<file path="src/hw/rtl/ptq_pkg.sv">
// ptq_pkg: shared types, codes and helpers of the periodic timer queue
// used by ptq_mem, ptq_seq and periodic_timer_queue_core
`default_nettype none
package ptq_pkg;

  localparam int unsigned DEF_NUM_TIMERS = 16;
  localparam int unsigned DEF_ID_BITS    = 16;
  localparam int unsigned DEF_OWNER_BITS = 8;

  localparam int unsigned TW       = 48;
  localparam int unsigned PER_W    = 35;
  localparam int unsigned IVL_W    = 24;
  localparam int unsigned FCNT_W   = 5;
  localparam int unsigned MS_TO_US = 1000;

  localparam logic [TW-1:0]     T_MAX    = {TW{1'b1}};
  localparam logic [FCNT_W-1:0] FCNT_MAX = {FCNT_W{1'b1}};

  typedef enum logic [2:0] {
    REQ_REGISTER  = 3'd0,
    REQ_REMOVE_ID = 3'd1,
    REQ_REMOVE_OW = 3'd2,
    REQ_WAIT      = 3'd3,
    REQ_ACTIVATE  = 3'd4
  } req_t;

  typedef enum logic [1:0] {
    ST_OK       = 2'd0,
    ST_FULL     = 2'd1,
    ST_NOTFOUND = 2'd2
  } status_t;

  typedef enum logic [3:0] {
    S_IDLE,
    S_DECODE,
    S_INS_RD,
    S_INS_CHK,
    S_RM_RD,
    S_RM_WR,
    S_SCAN_RD,
    S_SCAN_CHK,
    S_OWN_RD,
    S_OWN_CHK,
    S_WAIT,
    S_EXP_RD,
    S_EXP_CHK,
    S_ACT_HEAD,
    S_ACT_CHK,
    S_EMIT
  } state_t;

  typedef struct packed {
    logic [1:0]        status;
    logic              fired;
    logic [FCNT_W-1:0] fired_count;
    logic              wait_valid;
    logic [TW-1:0]     wait_us;
    logic              last;
  } res_t;

  function automatic logic [TW-1:0] sat_add(input logic [TW-1:0] a, input logic [TW-1:0] b);
    logic [TW:0] s;
    s = {1'b0, a} + {1'b0, b};
    return s[TW] ? T_MAX : s[TW-1:0];
  endfunction

endpackage
`default_nettype wire

</file>
<file path="src/hw/rtl/periodic_timer_queue_core.sv">
// periodic_timer_queue_core: top level, sequencer, entry store and output register
// depends on ptq_pkg, ptq_mem, ptq_seq
//
// usage: one request item on the in_ channel (valid/stall); each request gives one
// result item on the out_ channel, an activate gives one item per fired timer and
// a closing item with the fired count; out_last marks the final item of a request.
// one request is worked at a time; in_stall is high from acceptance until the
// final item of the request sits in the output register.
// the time per request grows with n, the number of entries in the table: register,
// remove and activate walk the entry store, one read at a time; remove by owner
// takes longest when every entry matches, and activate walks it again per fired timer.
// reset clears the entry count and the control state; the store needs no clearing.
// while out_stall is high a valid item in the output register holds and the sequencer waits to emit.
`default_nettype none
module periodic_timer_queue_core
  import ptq_pkg::*;
#(
  parameter int unsigned NUM_TIMERS = DEF_NUM_TIMERS,
  parameter int unsigned ID_BITS    = DEF_ID_BITS,
  parameter int unsigned OWNER_BITS = DEF_OWNER_BITS
) (
  input  wire logic                  clk,
  input  wire logic                  rst_n,
  input  wire logic                  in_valid,
  output logic                       in_stall,
  input  wire logic [2:0]            in_req_type,
  input  wire logic [ID_BITS-1:0]    in_timer_id,
  input  wire logic [OWNER_BITS-1:0] in_owner_tag,
  input  wire logic [IVL_W-1:0]      in_interval_ms,
  input  wire logic [TW-1:0]         in_now_us,
  output logic                       out_valid,
  input  wire logic                  out_stall,
  output logic [1:0]                 out_status,
  output logic [ID_BITS-1:0]         out_fired_id,
  output logic                       out_fired,
  output logic [FCNT_W-1:0]          out_fired_count,
  output logic                       out_wait_valid,
  output logic [TW-1:0]              out_wait_us,
  output logic                       out_last
);

  localparam int unsigned AW = $clog2(NUM_TIMERS);
  localparam int unsigned EW = ID_BITS + OWNER_BITS + PER_W + TW;

  logic               emit_valid;
  res_t               emit_res;
  logic [ID_BITS-1:0] emit_id;
  logic               emit_ack;
  logic               mem_we;
  logic [AW-1:0]      mem_waddr;
  logic [EW-1:0]      mem_wdata;
  logic [AW-1:0]      mem_raddr;
  logic [EW-1:0]      mem_rdata;

  logic               ov_r;
  res_t               ores_r;
  logic [ID_BITS-1:0] oid_r;

  ptq_mem #(
    .DEPTH (NUM_TIMERS),
    .EW    (EW)
  ) u_mem (
    .clk   (clk),
    .we    (mem_we),
    .waddr (mem_waddr),
    .wdata (mem_wdata),
    .raddr (mem_raddr),
    .rdata (mem_rdata)
  );

  ptq_seq #(
    .NUM_TIMERS (NUM_TIMERS),
    .ID_BITS    (ID_BITS),
    .OWNER_BITS (OWNER_BITS)
  ) u_seq (
    .clk            (clk),
    .rst_n          (rst_n),
    .in_valid       (in_valid),
    .in_stall       (in_stall),
    .in_req_type    (in_req_type),
    .in_timer_id    (in_timer_id),
    .in_owner_tag   (in_owner_tag),
    .in_interval_ms (in_interval_ms),
    .in_now_us      (in_now_us),
    .emit_valid     (emit_valid),
    .emit_res       (emit_res),
    .emit_id        (emit_id),
    .emit_ack       (emit_ack),
    .mem_we         (mem_we),
    .mem_waddr      (mem_waddr),
    .mem_wdata      (mem_wdata),
    .mem_raddr      (mem_raddr),
    .mem_rdata      (mem_rdata)
  );

  assign emit_ack = emit_valid && (!ov_r || !out_stall);

  always_ff @(posedge clk) begin
    if (!rst_n) begin
      ov_r <= 1'b0;
    end else if (emit_ack) begin
      ov_r <= 1'b1;
    end else if (!out_stall) begin
      ov_r <= 1'b0;
    end
    if (emit_ack) begin
      ores_r <= emit_res;
      oid_r  <= emit_id;
    end
  end

  assign out_valid       = ov_r;
  assign out_status      = ores_r.status;
  assign out_fired_id    = oid_r;
  assign out_fired       = ores_r.fired;
  assign out_fired_count = ores_r.fired_count;
  assign out_wait_valid  = ores_r.wait_valid;
  assign out_wait_us     = ores_r.wait_us;
  assign out_last        = ores_r.last;

endmodule
`default_nettype wire

</file>
<file path="src/hw/rtl/ptq_mem.sv">
// ptq_mem: timer entry store, one write port, one read port, registered read data
// depends on ptq_pkg
`default_nettype none
module ptq_mem
  import ptq_pkg::*;
#(
  parameter int unsigned DEPTH = DEF_NUM_TIMERS,
  parameter int unsigned EW    = 8
) (
  input  wire logic                     clk,
  input  wire logic                     we,
  input  wire logic [$clog2(DEPTH)-1:0] waddr,
  input  wire logic [EW-1:0]            wdata,
  input  wire logic [$clog2(DEPTH)-1:0] raddr,
  output logic      [EW-1:0]            rdata
);

  logic [EW-1:0] mem [DEPTH];

  always_ff @(posedge clk) begin
    if (we) begin
      mem[waddr] <= wdata;
    end
    rdata <= mem[raddr];
  end

endmodule
`default_nettype wire

</file>
<file path="src/hw/rtl/ptq_seq.sv">
// ptq_seq: request sequencer, walks the sorted entry store for insert, remove,
// wait and activation; depends on ptq_pkg, drives ptq_mem
`default_nettype none
module ptq_seq
  import ptq_pkg::*;
#(
  parameter int unsigned NUM_TIMERS = DEF_NUM_TIMERS,
  parameter int unsigned ID_BITS    = DEF_ID_BITS,
  parameter int unsigned OWNER_BITS = DEF_OWNER_BITS,
  localparam int unsigned AW = $clog2(NUM_TIMERS),
  localparam int unsigned EW = ID_BITS + OWNER_BITS + PER_W + TW
) (
  input  wire logic                  clk,
  input  wire logic                  rst_n,
  input  wire logic                  in_valid,
  output logic                       in_stall,
  input  wire logic [2:0]            in_req_type,
  input  wire logic [ID_BITS-1:0]    in_timer_id,
  input  wire logic [OWNER_BITS-1:0] in_owner_tag,
  input  wire logic [IVL_W-1:0]      in_interval_ms,
  input  wire logic [TW-1:0]         in_now_us,
  output logic                       emit_valid,
  output res_t                       emit_res,
  output logic [ID_BITS-1:0]         emit_id,
  input  wire logic                  emit_ack,
  output logic                       mem_we,
  output logic [AW-1:0]              mem_waddr,
  output logic [EW-1:0]              mem_wdata,
  output logic [AW-1:0]              mem_raddr,
  input  wire logic [EW-1:0]         mem_rdata
);

  localparam int unsigned CW = $clog2(NUM_TIMERS + 1);
  localparam logic [CW-1:0] CNT_FULL = CW'(NUM_TIMERS);

  state_t                state_r, state_nxt;
  logic [2:0]            req_r, req_nxt;
  logic [ID_BITS-1:0]    id_r, id_nxt;
  logic [OWNER_BITS-1:0] owner_r, owner_nxt;
  logic [PER_W-1:0]      period_r, period_nxt;
  logic [TW-1:0]         now_r, now_nxt;
  logic [TW-1:0]         dl_r, dl_nxt;
  logic [CW-1:0]         cnt_r, cnt_nxt;
  logic [CW-1:0]         idx_r, idx_nxt;
  logic [CW-1:0]         exp_r, exp_nxt;
  logic [FCNT_W-1:0]     nact_r, nact_nxt;
  logic                  mv_r, mv_nxt;
  logic [AW-1:0]         mark_r, mark_nxt;
  logic [PER_W-1:0]      mper_r, mper_nxt;
  logic                  cur_r, cur_nxt;
  res_t                  em_r, em_nxt;
  logic                  emf_r, emf_nxt;

  logic [ID_BITS-1:0]    rd_id;
  logic [OWNER_BITS-1:0] rd_owner;
  logic [PER_W-1:0]      rd_per;
  logic [TW-1:0]         rd_dl;
  logic                  ins_done;
  logic                  rm_done;

  assign rd_dl    = mem_rdata[TW-1:0];
  assign rd_per   = mem_rdata[TW +: PER_W];
  assign rd_owner = mem_rdata[TW+PER_W +: OWNER_BITS];
  assign rd_id    = mem_rdata[TW+PER_W+OWNER_BITS +: ID_BITS];

  assign in_stall   = (state_r != S_IDLE);
  assign emit_valid = (state_r == S_EMIT);
  assign emit_res   = em_r;
  assign emit_id    = emf_r ? id_r : '0;

  always_ff @(posedge clk) begin
    if (!rst_n) begin
      state_r <= S_IDLE;
      cnt_r   <= '0;
      mv_r    <= 1'b0;
    end else begin
      state_r <= state_nxt;
      cnt_r   <= cnt_nxt;
      mv_r    <= mv_nxt;
    end
    req_r    <= req_nxt;
    id_r     <= id_nxt;
    owner_r  <= owner_nxt;
    period_r <= period_nxt;
    now_r    <= now_nxt;
    dl_r     <= dl_nxt;
    idx_r    <= idx_nxt;
    exp_r    <= exp_nxt;
    nact_r   <= nact_nxt;
    mark_r   <= mark_nxt;
    mper_r   <= mper_nxt;
    cur_r    <= cur_nxt;
    em_r     <= em_nxt;
    emf_r    <= emf_nxt;
  end

  always_comb begin
    state_nxt  = state_r;
    req_nxt    = req_r;
    id_nxt     = id_r;
    owner_nxt  = owner_r;
    period_nxt = period_r;
    now_nxt    = now_r;
    dl_nxt     = dl_r;
    cnt_nxt    = cnt_r;
    idx_nxt    = idx_r;
    exp_nxt    = exp_r;
    nact_nxt   = nact_r;
    mv_nxt     = mv_r;
    mark_nxt   = mark_r;
    mper_nxt   = mper_r;
    cur_nxt    = cur_r;
    em_nxt     = em_r;
    emf_nxt    = emf_r;
    ins_done   = 1'b0;
    rm_done    = 1'b0;
    mem_we     = 1'b0;
    mem_waddr  = idx_r[AW-1:0];
    mem_wdata  = {id_r, owner_r, period_r, dl_r};
    mem_raddr  = '0;

    case (state_r)
      S_IDLE: begin
        if (in_valid) begin
          req_nxt    = in_req_type;
          id_nxt     = in_timer_id;
          owner_nxt  = in_owner_tag;
          period_nxt = PER_W'(in_interval_ms) * PER_W'(MS_TO_US);
          now_nxt    = in_now_us;
          emf_nxt    = 1'b0;
          state_nxt  = S_DECODE;
        end
      end
      S_DECODE: begin
        state_nxt = S_EMIT;
        em_nxt    = '{status: ST_OK, fired: 1'b0, fired_count: '0,
                      wait_valid: 1'b0, wait_us: '0, last: 1'b1};
        case (req_r)
          REQ_REGISTER: begin
            if (cnt_r == CNT_FULL) begin
              em_nxt.status = ST_FULL;
            end else begin
              dl_nxt    = sat_add(now_r, TW'(period_r));
              idx_nxt   = cnt_r;
              state_nxt = S_INS_RD;
            end
          end
          REQ_REMOVE_ID: begin
            exp_nxt   = '0;
            state_nxt = S_SCAN_RD;
          end
          REQ_REMOVE_OW: begin
            if (cnt_r == '0) begin
              em_nxt.status = ST_NOTFOUND;
            end else begin
              exp_nxt   = '0;
              state_nxt = S_OWN_RD;
            end
          end
          REQ_WAIT: begin
            if (cnt_r == '0) begin
              em_nxt.status = ST_NOTFOUND;
            end else begin
              state_nxt = S_WAIT;
            end
          end
          REQ_ACTIVATE: begin
            if (cnt_r == '0) begin
              em_nxt.status = ST_NOTFOUND;
            end else begin
              exp_nxt   = '0;
              nact_nxt  = '0;
              mv_nxt    = 1'b0;
              state_nxt = S_EXP_RD;
            end
          end
          default: begin
            em_nxt.status = ST_OK;
          end
        endcase
      end
      S_INS_RD: begin
        if (idx_r == '0) begin
          mem_we   = 1'b1;
          ins_done = 1'b1;
        end else begin
          mem_raddr = AW'(idx_r - 1'b1);
          state_nxt = S_INS_CHK;
        end
      end
      S_INS_CHK: begin
        mem_we = 1'b1;
        if (dl_r < rd_dl) begin
          mem_wdata = mem_rdata;
          idx_nxt   = idx_r - 1'b1;
          state_nxt = S_INS_RD;
        end else begin
          ins_done = 1'b1;
        end
      end
      S_RM_RD: begin
        if ((idx_r + 1'b1) < cnt_r) begin
          mem_raddr = AW'(idx_r + 1'b1);
          state_nxt = S_RM_WR;
        end else begin
          rm_done = 1'b1;
        end
      end
      S_RM_WR: begin
        mem_we    = 1'b1;
        mem_wdata = mem_rdata;
        idx_nxt   = idx_r + 1'b1;
        state_nxt = S_RM_RD;
      end
      S_SCAN_RD: begin
        if (exp_r < cnt_r) begin
          mem_raddr = exp_r[AW-1:0];
          state_nxt = S_SCAN_CHK;
        end else begin
          em_nxt    = '{status: ST_NOTFOUND, fired: 1'b0, fired_count: '0,
                        wait_valid: 1'b0, wait_us: '0, last: 1'b1};
          state_nxt = S_EMIT;
        end
      end
      S_SCAN_CHK: begin
        if (rd_id == id_r) begin
          idx_nxt   = exp_r;
          state_nxt = S_RM_RD;
        end else begin
          exp_nxt   = exp_r + 1'b1;
          state_nxt = S_SCAN_RD;
        end
      end
      S_OWN_RD: begin
        if (exp_r < cnt_r) begin
          mem_raddr = exp_r[AW-1:0];
          state_nxt = S_OWN_CHK;
        end else begin
          state_nxt = S_EMIT;
        end
      end
      S_OWN_CHK: begin
        if (rd_owner == owner_r) begin
          idx_nxt   = exp_r;
          state_nxt = S_RM_RD;
        end else begin
          exp_nxt   = exp_r + 1'b1;
          state_nxt = S_OWN_RD;
        end
      end
      S_WAIT: begin
        em_nxt.wait_valid = 1'b1;
        em_nxt.wait_us    = (now_r < rd_dl) ? (rd_dl - now_r) : '0;
        state_nxt         = S_EMIT;
      end
      S_EXP_RD: begin
        if (exp_r < cnt_r) begin
          mem_raddr = exp_r[AW-1:0];
          state_nxt = S_EXP_CHK;
        end else begin
          state_nxt = S_ACT_HEAD;
        end
      end
      S_EXP_CHK: begin
        if (!(now_r < rd_dl)) begin
          exp_nxt   = exp_r + 1'b1;
          state_nxt = S_EXP_RD;
        end else begin
          state_nxt = S_ACT_HEAD;
        end
      end
      S_ACT_HEAD: begin
        em_nxt = '{status: ST_OK, fired: 1'b0, fired_count: nact_r,
                   wait_valid: 1'b0, wait_us: '0, last: 1'b1};
        emf_nxt = 1'b0;
        if (exp_r == '0) begin
          state_nxt = S_EMIT;
        end else begin
          exp_nxt   = exp_r - 1'b1;
          state_nxt = S_ACT_CHK;
        end
      end
      S_ACT_CHK: begin
        if ((now_r < rd_dl) || (mv_r && (mark_r == '0))) begin
          state_nxt = S_EMIT;
        end else begin
          cur_nxt    = !mv_r || (rd_per <= mper_r);
          if (mv_r && !(rd_per <= mper_r)) begin
            mark_nxt = mark_r - 1'b1;
          end
          id_nxt     = rd_id;
          owner_nxt  = rd_owner;
          period_nxt = rd_per;
          dl_nxt     = sat_add(rd_dl, TW'(rd_per));
          idx_nxt    = '0;
          state_nxt  = S_RM_RD;
        end
      end
      S_EMIT: begin
        if (emit_ack) begin
          state_nxt = em_r.last ? S_IDLE : S_ACT_HEAD;
        end
      end
      default: begin
        state_nxt = S_IDLE;
      end
    endcase

    if (rm_done) begin
      cnt_nxt = cnt_r - 1'b1;
      case (req_r)
        REQ_REMOVE_OW: begin
          state_nxt = S_OWN_RD;
        end
        REQ_ACTIVATE: begin
          if (dl_r < now_r) begin
            dl_nxt = sat_add(now_r, TW'(period_r));
          end
          idx_nxt   = cnt_r - 1'b1;
          state_nxt = S_INS_RD;
        end
        default: begin
          em_nxt    = '{status: ST_OK, fired: 1'b0, fired_count: '0,
                        wait_valid: 1'b0, wait_us: '0, last: 1'b1};
          state_nxt = S_EMIT;
        end
      endcase
    end

    if (ins_done) begin
      cnt_nxt   = cnt_r + 1'b1;
      state_nxt = S_EMIT;
      if (req_r == REQ_ACTIVATE) begin
        if (cur_r) begin
          mv_nxt   = 1'b1;
          mark_nxt = idx_r[AW-1:0];
          mper_nxt = period_r;
        end else if (CW'(mark_r) >= idx_r) begin
          mark_nxt = mark_r + 1'b1;
        end
        if ((period_r != '0) && (nact_r != FCNT_MAX)) begin
          nact_nxt = nact_r + 1'b1;
        end
        em_nxt  = '{status: ST_OK, fired: 1'b1, fired_count: '0,
                    wait_valid: 1'b0, wait_us: '0, last: 1'b0};
        emf_nxt = 1'b1;
      end else begin
        em_nxt  = '{status: ST_OK, fired: 1'b0, fired_count: '0,
                    wait_valid: 1'b0, wait_us: '0, last: 1'b1};
      end
    end
  end

  a_cnt_bound: assert property (@(posedge clk) disable iff (!rst_n)
    cnt_r <= CNT_FULL)
    else $error("entry count above table size");

  a_mark_bound: assert property (@(posedge clk) disable iff (!rst_n)
    (state_r == S_ACT_HEAD && mv_r) |-> (CW'(mark_r) < cnt_r))
    else $error("guard entry outside table");

  a_last_idle: assert property (@(posedge clk) disable iff (!rst_n)
    (state_r == S_EMIT && emit_ack && em_r.last) |=> (state_r == S_IDLE))
    else $error("sequencer busy after final item");

  a_fired_id: assert property (@(posedge clk) disable iff (!rst_n)
    (state_r == S_EMIT && !em_r.fired) |-> (emit_id == '0))
    else $error("fired id on non-fired item");

endmodule
`default_nettype wire

</file>
<file path="config.mk">
export PLATFORM = sky130hd
export DESIGN_NAME = periodic_timer_queue_core
export DESIGN_NICKNAME = d
export VERILOG_FILES = /design/src/hw/rtl/ptq_pkg.sv /design/src/hw/rtl/periodic_timer_queue_core.sv /design/src/hw/rtl/ptq_mem.sv /design/src/hw/rtl/ptq_seq.sv
export SDC_FILE = /design/constraint.sdc
export NUM_CORES = 2
export LEC_CHECK = 0
export CORE_ASPECT_RATIO = 2
export CORE_MARGIN = 5
export CORE_UTILIZATION = 40
export CTS_BUF_LIST = sky130_fd_sc_hd__clkbuf_2 sky130_fd_sc_hd__clkbuf_4 sky130_fd_sc_hd__clkbuf_8
export CTS_CLUSTER_DIAMETER = 80
export DETAILED_ROUTE_END_ITERATION = 12
export DONT_BUFFER_PORTS = 1
export GPL_TIMING_DRIVEN = 0
export PLACE_DENSITY = 0.51
export SLEW_MARGIN = 20
export SYNTH_ARGS = -nofsm -noshare
export SYNTH_HDL_FRONTEND = slang
export SYNTH_SLANG_ARGS = --single-unit
</file>
<file path="constraint.sdc">
create_clock -name clk -period 25.3 [get_ports clk]
set_input_delay 5.06 -clock clk [delete_from_list [all_inputs] [get_ports clk]]
set_output_delay 5.06 -clock clk [all_outputs]
set_load 0.01 [all_outputs]
</file>
## After elaboration in Yosys (flattened, before gate mapping)

Memory sizes are Yosys's and may differ from the RTL's. A register that Yosys moved wholly into a read port is not among the register bits.
Index checks and enable logic that the tools add are counted.

| operators by class | value |
|---|---|
| $add $sub $neg | 12 |
| mux-type cells | 110 |
| equal/unequal tests | 37 |
| bitwise gates (word level) | 1 |
| $mul | 1 |
| $lt $le $gt $ge | 7 |
| reduce and logical (&&, ||, !) cells | 33 |
| shift operators | 0 |
| divide/modulo/power cells | 0 |

Operators with widths:

| operator | number |
|---|---|
| 48-bit two-way mux | 9 |
| 58-bit two-way mux | 4 |
| 107-bit case mux with 2 select lines | 1 |
| 49-bit case mux with 3 select lines | 1 |
| 48-bit less-than comparator | 3 |
| 107-bit two-way mux | 1 |
| 5-bit two-way mux | 21 |
| 48-bit by 35-bit adder with 49-bit output | 2 |
| 48-bit case mux with 2 select lines | 1 |
| 4-bit two-way mux | 22 |
| 35-bit two-way mux | 2 |
| 35-bit case mux with 2 select lines | 1 |
| 4-bit case mux with 16 select lines | 1 |
| 56-bit two-way mux | 1 |
| 48-bit subtractor | 1 |
| 35-bit <= comparator | 1 |
| 35-bit nonzero test | 1 |
| 4-bit equality test, second input constant | 8 |
| 16-bit two-way mux | 2 |
| 16-bit case mux with 2 select lines | 1 |
| 24-bit by 7-bit multiplier with 31-bit output, second input constant | 1 |
| 5-bit case mux with 6 select lines | 1 |
| 5-bit case mux with 5 select lines | 1 |
| 8-bit case mux with 3 select lines | 1 |
| other kinds (48) | 113 |

| word-level totals | value |
|---|---|
| bits of input ports | 103 |
| memory bits (writable) | 1712 |
| output and inout bits | 76 |
| ROM bits | 0 |
| logic and storage cells | 232 |
| latch bits | 0 |
| register bits after elaboration | 357 |
| memories | 1 |

Memories:

| memory | words | bits a word | rd ports | clocked after memory_dff | write ports | RTL line | text |
|---|---|---|---|---|---|---|---|
| u_mem.mem | 16 | 107 | 1 | 1 | 1 | ptq_mem.sv:18 | `logic [EW-1:0] mem [DEPTH];` |

## Longest topological paths before layout

| depth | value |
|---|---|
| word-level depth | 10 |
| mapped depth | 18 |
| gate-level depth less buffers | 18 |

## Hierarchy

A second synthesis with hierarchy kept.

| second synthesis, totals | value |
|---|---|
| cells, all modules | 6095 |
| area total of the unflattened synthesis | 96548.8 sq um |

Modules (own cells, without submodules):

| module | area an instance (sq um) | cells each | times used | seq. area each (sq um) |
|---|---|---|---|---|
| ptq_mem | 66119.7 | 2738 | 1 | 53551.4 |
| ptq_seq | 28168.3 | 3279 | 1 | 7156.9 |
| periodic_timer_queue_core | 2260.9 | 78 | 1 | 2242.2 |

## Worst setup path before layout

OpenSTA, ideal clock, no wires.

| path | value |
|---|---|
| kind | reg2reg |
| start point | register u_seq.state_r[1] |
| end point | memory u_mem.mem[3][0] (netlist name) (enable) |
| buffers on the path | 3 |
| setup slack | 15676 ps |
| cell stages (with the launch flop) | 9 |
| arrival time | 8920 ps |
| path through | dfxtp_1 clkbuf_1 clkbuf_1 clkbuf_1 xor2_1 nand2_1 a21oi_1 nand2_1 nor3_1 |

| on the way | value |
|---|---|
| word-level cells in the longest chain between the ends | 5 |
| elaborated cells between the ends (all ways) | 7 |
| classes of those cells | eq/ne (3); mux (3); reduce/logical (1) |

Ends and longest elaborated chain:

| element | RTL line | text |
|---|---|---|
| from (decl) | ptq_seq.sv:36 | `state_t state_r, state_nxt;` |
| from (signal assigned) | ptq_seq.sv:77 | `state_r <= state_nxt;` |
| 4-bit by 3-bit equality test with 1-bit output or 4-bit by 2-bit equality test with 1-bit output (tied branches) | ptq_seq.sv:122 | `case (state_r)` |
| 2-bit OR reduction (no source line) | -- |  |
| 1-bit case mux with 2 select lines (*) | ptq_seq.sv:122 |  |
| 1-bit two-way mux (*) | ptq_mem.sv:21 | `if (we) begin` |
| 1-bit two-way mux (implied by the code) (*) | ptq_mem.sv:22 | `mem[waddr] <= wdata;` |
| to (decl) | ptq_mem.sv:18 |  |

Every way passes the cells marked *; elsewhere a longest branch is shown, timed or not.

## Worst setup path in the final report

| path | value |
|---|---|
| start point | input in_interval_ms[1] |
| end point | register u_seq.period_r[32], data pin |

| on the way | value |
|---|---|
| word-level cells in the longest chain between the ends | 3 |

Ends and longest elaborated chain:

| element | RTL line | text |
|---|---|---|
| from (decl) | periodic_timer_queue_core.sv:29 | `input wire logic [IVL_W-1:0] in_interval_ms,` |
| 24-bit by 7-bit multiplier with 31-bit output | ptq_seq.sv:128 | `period_nxt = PER_W'(in_interval_ms) * PER_W'(MS_TO_US);` |
| 35-bit two-way mux | ptq_seq.sv:124 | `if (in_valid) begin` |
| 35-bit case mux with 2 select lines | ptq_seq.sv:122 |  |
| named net u_seq.period_nxt[32] | ptq_seq.sv:40 | `logic [PER_W-1:0] period_r, period_nxt;` |
| to (signal assigned) | ptq_seq.sv:84 | `period_r <= period_nxt;` |
| to (decl) | ptq_seq.sv:40 |  |

The timed path passes the listed nets, and every way through them passes these cells. The select of a mux whose other input is x is not followed.
A chain may end at the register's enable or synchronous reset.

==> impl_metrics.json <==
{
  "outcome": "complete, no violations",
  "critPathMaxStageDelay_ns": 0.52,
  "die_area_um2": 258000,
  "crit_chain": "inv_1 > fa_1 > fa_1 > fa_1 > fa_1 > inv_1 > ha_1 > a21oi_1 > o211ai_1 > a31o_2 > a22oi_1 > nor3_1 > o31ai_1 > o2111ai_1 > a21oi_1 > xor2_1 > o21ai_0",
  "cts-root-buf": "clkbuf_8",
  "slew_headroom": 0.165,
  "holdBufCountCts": 0,
  "post_cts_buffers": 0,
  "grt.overflow.total": 0,
  "cp_common_cell": "fa_1",
  "critPathMaxFanout": 5,
  "period_needed_ns": 9.35,
  "cp-end-kind": "flop",
  "worst-slew-pin-transition_ns": 1.24,
  "ys_ff_latch": 2176,
  "crit_required_ns": 26.07,
  "grt_first_pass_wirelength_mm": 532,
  "grt_pass1_vias": 71025,
  "clock_path_buffers": 4,
  "cts.clk_slew.worst_paths_ns": 0.07,
  "place_area_um2": 106000,
  "syn-cell-area_um2": 98900,
  "drc": 0,
  "design_area_um2": 112000,
  "rsz0062_at_grt": "no",
  "synthArstFlopShare": 0,
  "cts_resized": 0,
  "htreeDepth": 5,
  "ir_worst_vdd_uv": 53.2,
  "start_util": 0.401,
  "syn_inst": 8147,
  "antenna_found_initial": 33,
  "tns_ns": 0,
  "cts_buffers": 324,
  "cp_slowest_cell": "fa_1",
  "grt_max_degree": 49,
  "crit_type": "in2reg",
  "finClkSkew_ns": 0.133,
  "die_y_um": 713,
  "hold_violations": 0,
  "track_usage": 0.291,
  "coreArea_um2": 247000,
  "syn-num-nets": 8682,
  "finalSetupViolations": 0,
  "row_count": 258,
  "cts_tree": "built",
  "yosysWarningCount": 0,
  "timing.hold.ws_ns": 0.361,
  "wl_per_cell_um": 31.7,
  "hpwl_mm": 291,
  "timing.critical_path.arrival_ns": 10.11,
  "fmax_mhz": 107,
  "power_density_nw_per_um2": 133,
  "dr.first_iter.drc_count": 5987,
  "ys_seq_area_frac": 0.637,
  "cap_violations": 0,
  "post-route-period-util": 0.370,
  "synth_edf_count": 1937,
  "maxSlewViolCount": 0,
  "ant_nets": 0,
  "finalWeightedCongestion": 1.03,
  "ys_types": 88,
  "die_w_um": 362,
  "cts_sinks": 2176,
  "total_power_mw": 15.0,
  "p_leak_nw": 40.4,
  "final_nets": 9168,
  "area_growth_pct": 13.7,
  "layout-drive-gt1-share": 0.110,
  "fill_cells": 22612,
  "cpLargestDelayFamily": "adder cells",
  "via_per_inst": 5.80,
  "path_buf_inv": 2,
  "synthFlopType": "edfxtp_1",
  "avgSynthCellArea_um2": 12.1,
  "first_pass_iters": 6,
  "hp-class": "reg2reg",
  "portBuffers": 0,
  "ios": 179,
  "wirelength_mm": 385,
  "num_vias": 70527,
  "worstSetupStartpointType": "primary input",
  "clk_latency_ns": 1.08
}
## sequential cells by signal (all words and copies together), names as in the netlist, 16 cells and up
register and cells:
u_mem.rdata 107, u_seq.dl_r 48, u_mem.mem 1712, u_seq.period_r 35, u_seq.mper_r 35, out_fired_id 16
u_seq.emit_res 58, u_seq.now_r 48, u_seq.id_r 16, out_wait_us 48
## cell type report
type,instances,area [um2],area share
flip-flops and latches,2176,63000,0.560
multi-input cells,5172,33000,0.293
clock buffers,441,5480,0.0487
well taps,3250,4070,0.0362
repair buffers,160,2600,0.0231
plain buffers,490,2030,0.0180
inverters,309,1160,0.0103
clock inverters,141,1160,0.0103
diodes,23,57.6,0.000512
## metrics by stage
step | cells | setup WS, ns | util
2_1_floorplan | 8147 | 15.68 | -
3_3_place_gp | 11397 | 6.65 | 0.417
3_5_place_dp | 11554 | 14.86 | 0.429
4_1_cts | 12136 | 15.96 | 0.456
5_1_grt | 12145 | 15.69 | 0.456
6_report | 12162 | 15.95 | 0.456
## where the power goes
group | switching [mW] | internal [mW]
combinational | 4.62 | 1.92
sequential | 0.655 | 4.77
clock | 1.44 | 1.59
## metal layers
metal | share of wire | global-route usage | wire [um] | up-vias
met5 | 0.000062 | 0 | 24 | -
met3 | 0.056 | 0.0556 | 21400 | 998
met4 | 0.10 | 0.251 | 40000 | 4
li1 | - | - | - | 31498
met2 | 0.52 | 0.527 | 200000 | 2643
met1 | 0.32 | 0.280 | 123000 | 35384
## cell usage in the layout (no fill, tap or decap), types with 37 or more instances in the layout
master	count
nor3_1	57
xor2_1	81
clkbuf_8	346
clkbuf_4	97
a311oi_1	329
clkinv_1	58
nand3_1	510
ha_1	342
nand4_1	45
and3_1	244
a211oi_1	243
clkbuf_1	329
buf_2	117
a21oi_1	370
nor2_1	188
buf_12	55
and2_1	37
xnor2_1	100
dfxtp_1	239
fa_1	90
o21ai_0	165
edfxtp_1	1937
inv_1	305
a22oi_1	38
clkinv_2	46
nand2_1	1575
mux2_2	90
a31oi_1	139
buf_4	58
a21o_1	80
## Yosys cell counts, drive strengths merged, types with 8 or more instances
cell type	number	area [um2]
and2	38	238
a211oi	243	1820
fa	90	1800
nand3b	9	67.6
mux2i	10	100
and3	244	1530
dfxtp	239	4780
nand4	45	282
inv	307	1150
or2	12	75.1
buf	137	672
nand2b	27	169
a22o	16	140
a21boi	13	97.6
a31oi	139	870
a221oi	16	140
nor2b	15	93.8
mux2	109	1230
and4	15	131
xor2	81	709
nor3	64	325
a21o	80	601
o21ai	191	963
a311oi	331	2910
o2111ai	10	87.6
nand3	510	2550
nor2	202	758
a21oi	371	1860
o21bai	30	225
o211ai	25	188
clkbuf	353	1330
o21a	18	135
ha	342	4280
o31a	8	70.1
xnor2	100	876
a22oi	38	285
nand2	1580	5940
o22ai	10	62.6
edfxtp	1937	58200
nor4	29	188
o31ai	23	178
a221o	12	120
## cells by family after synthesis
group | after synthesis | share of synthesized area
multiplexers | 119 | 0.0134
buffers and inverters | 799 | 0.0319
XOR/XNOR | 181 | 0.0160
adder cells (fa/ha/maj) | 432 | 0.0615
flip-flops | 2176 | 0.637
AO/OA/AOI/OAI | 1630 | 0.114
AND/OR/NAND/NOR | 2810 | 0.126
## final timing paths
path                            from            endpoint  slack (ns)  depth (start not counted)
hold / removal    u_seq.emit_res[22]     out_wait_us[21]        0.36                          0
setup / recovery   in_interval_ms[1]  u_seq.period_r[32]       15.95                         17
hold reg to reg   u_seq.emit_res[22]     out_wait_us[21]        0.36                          0
setup reg to reg     u_seq.now_r[13]      u_seq.dl_r[37]       18.54                         15
Power figures use the tool's default switching activity.
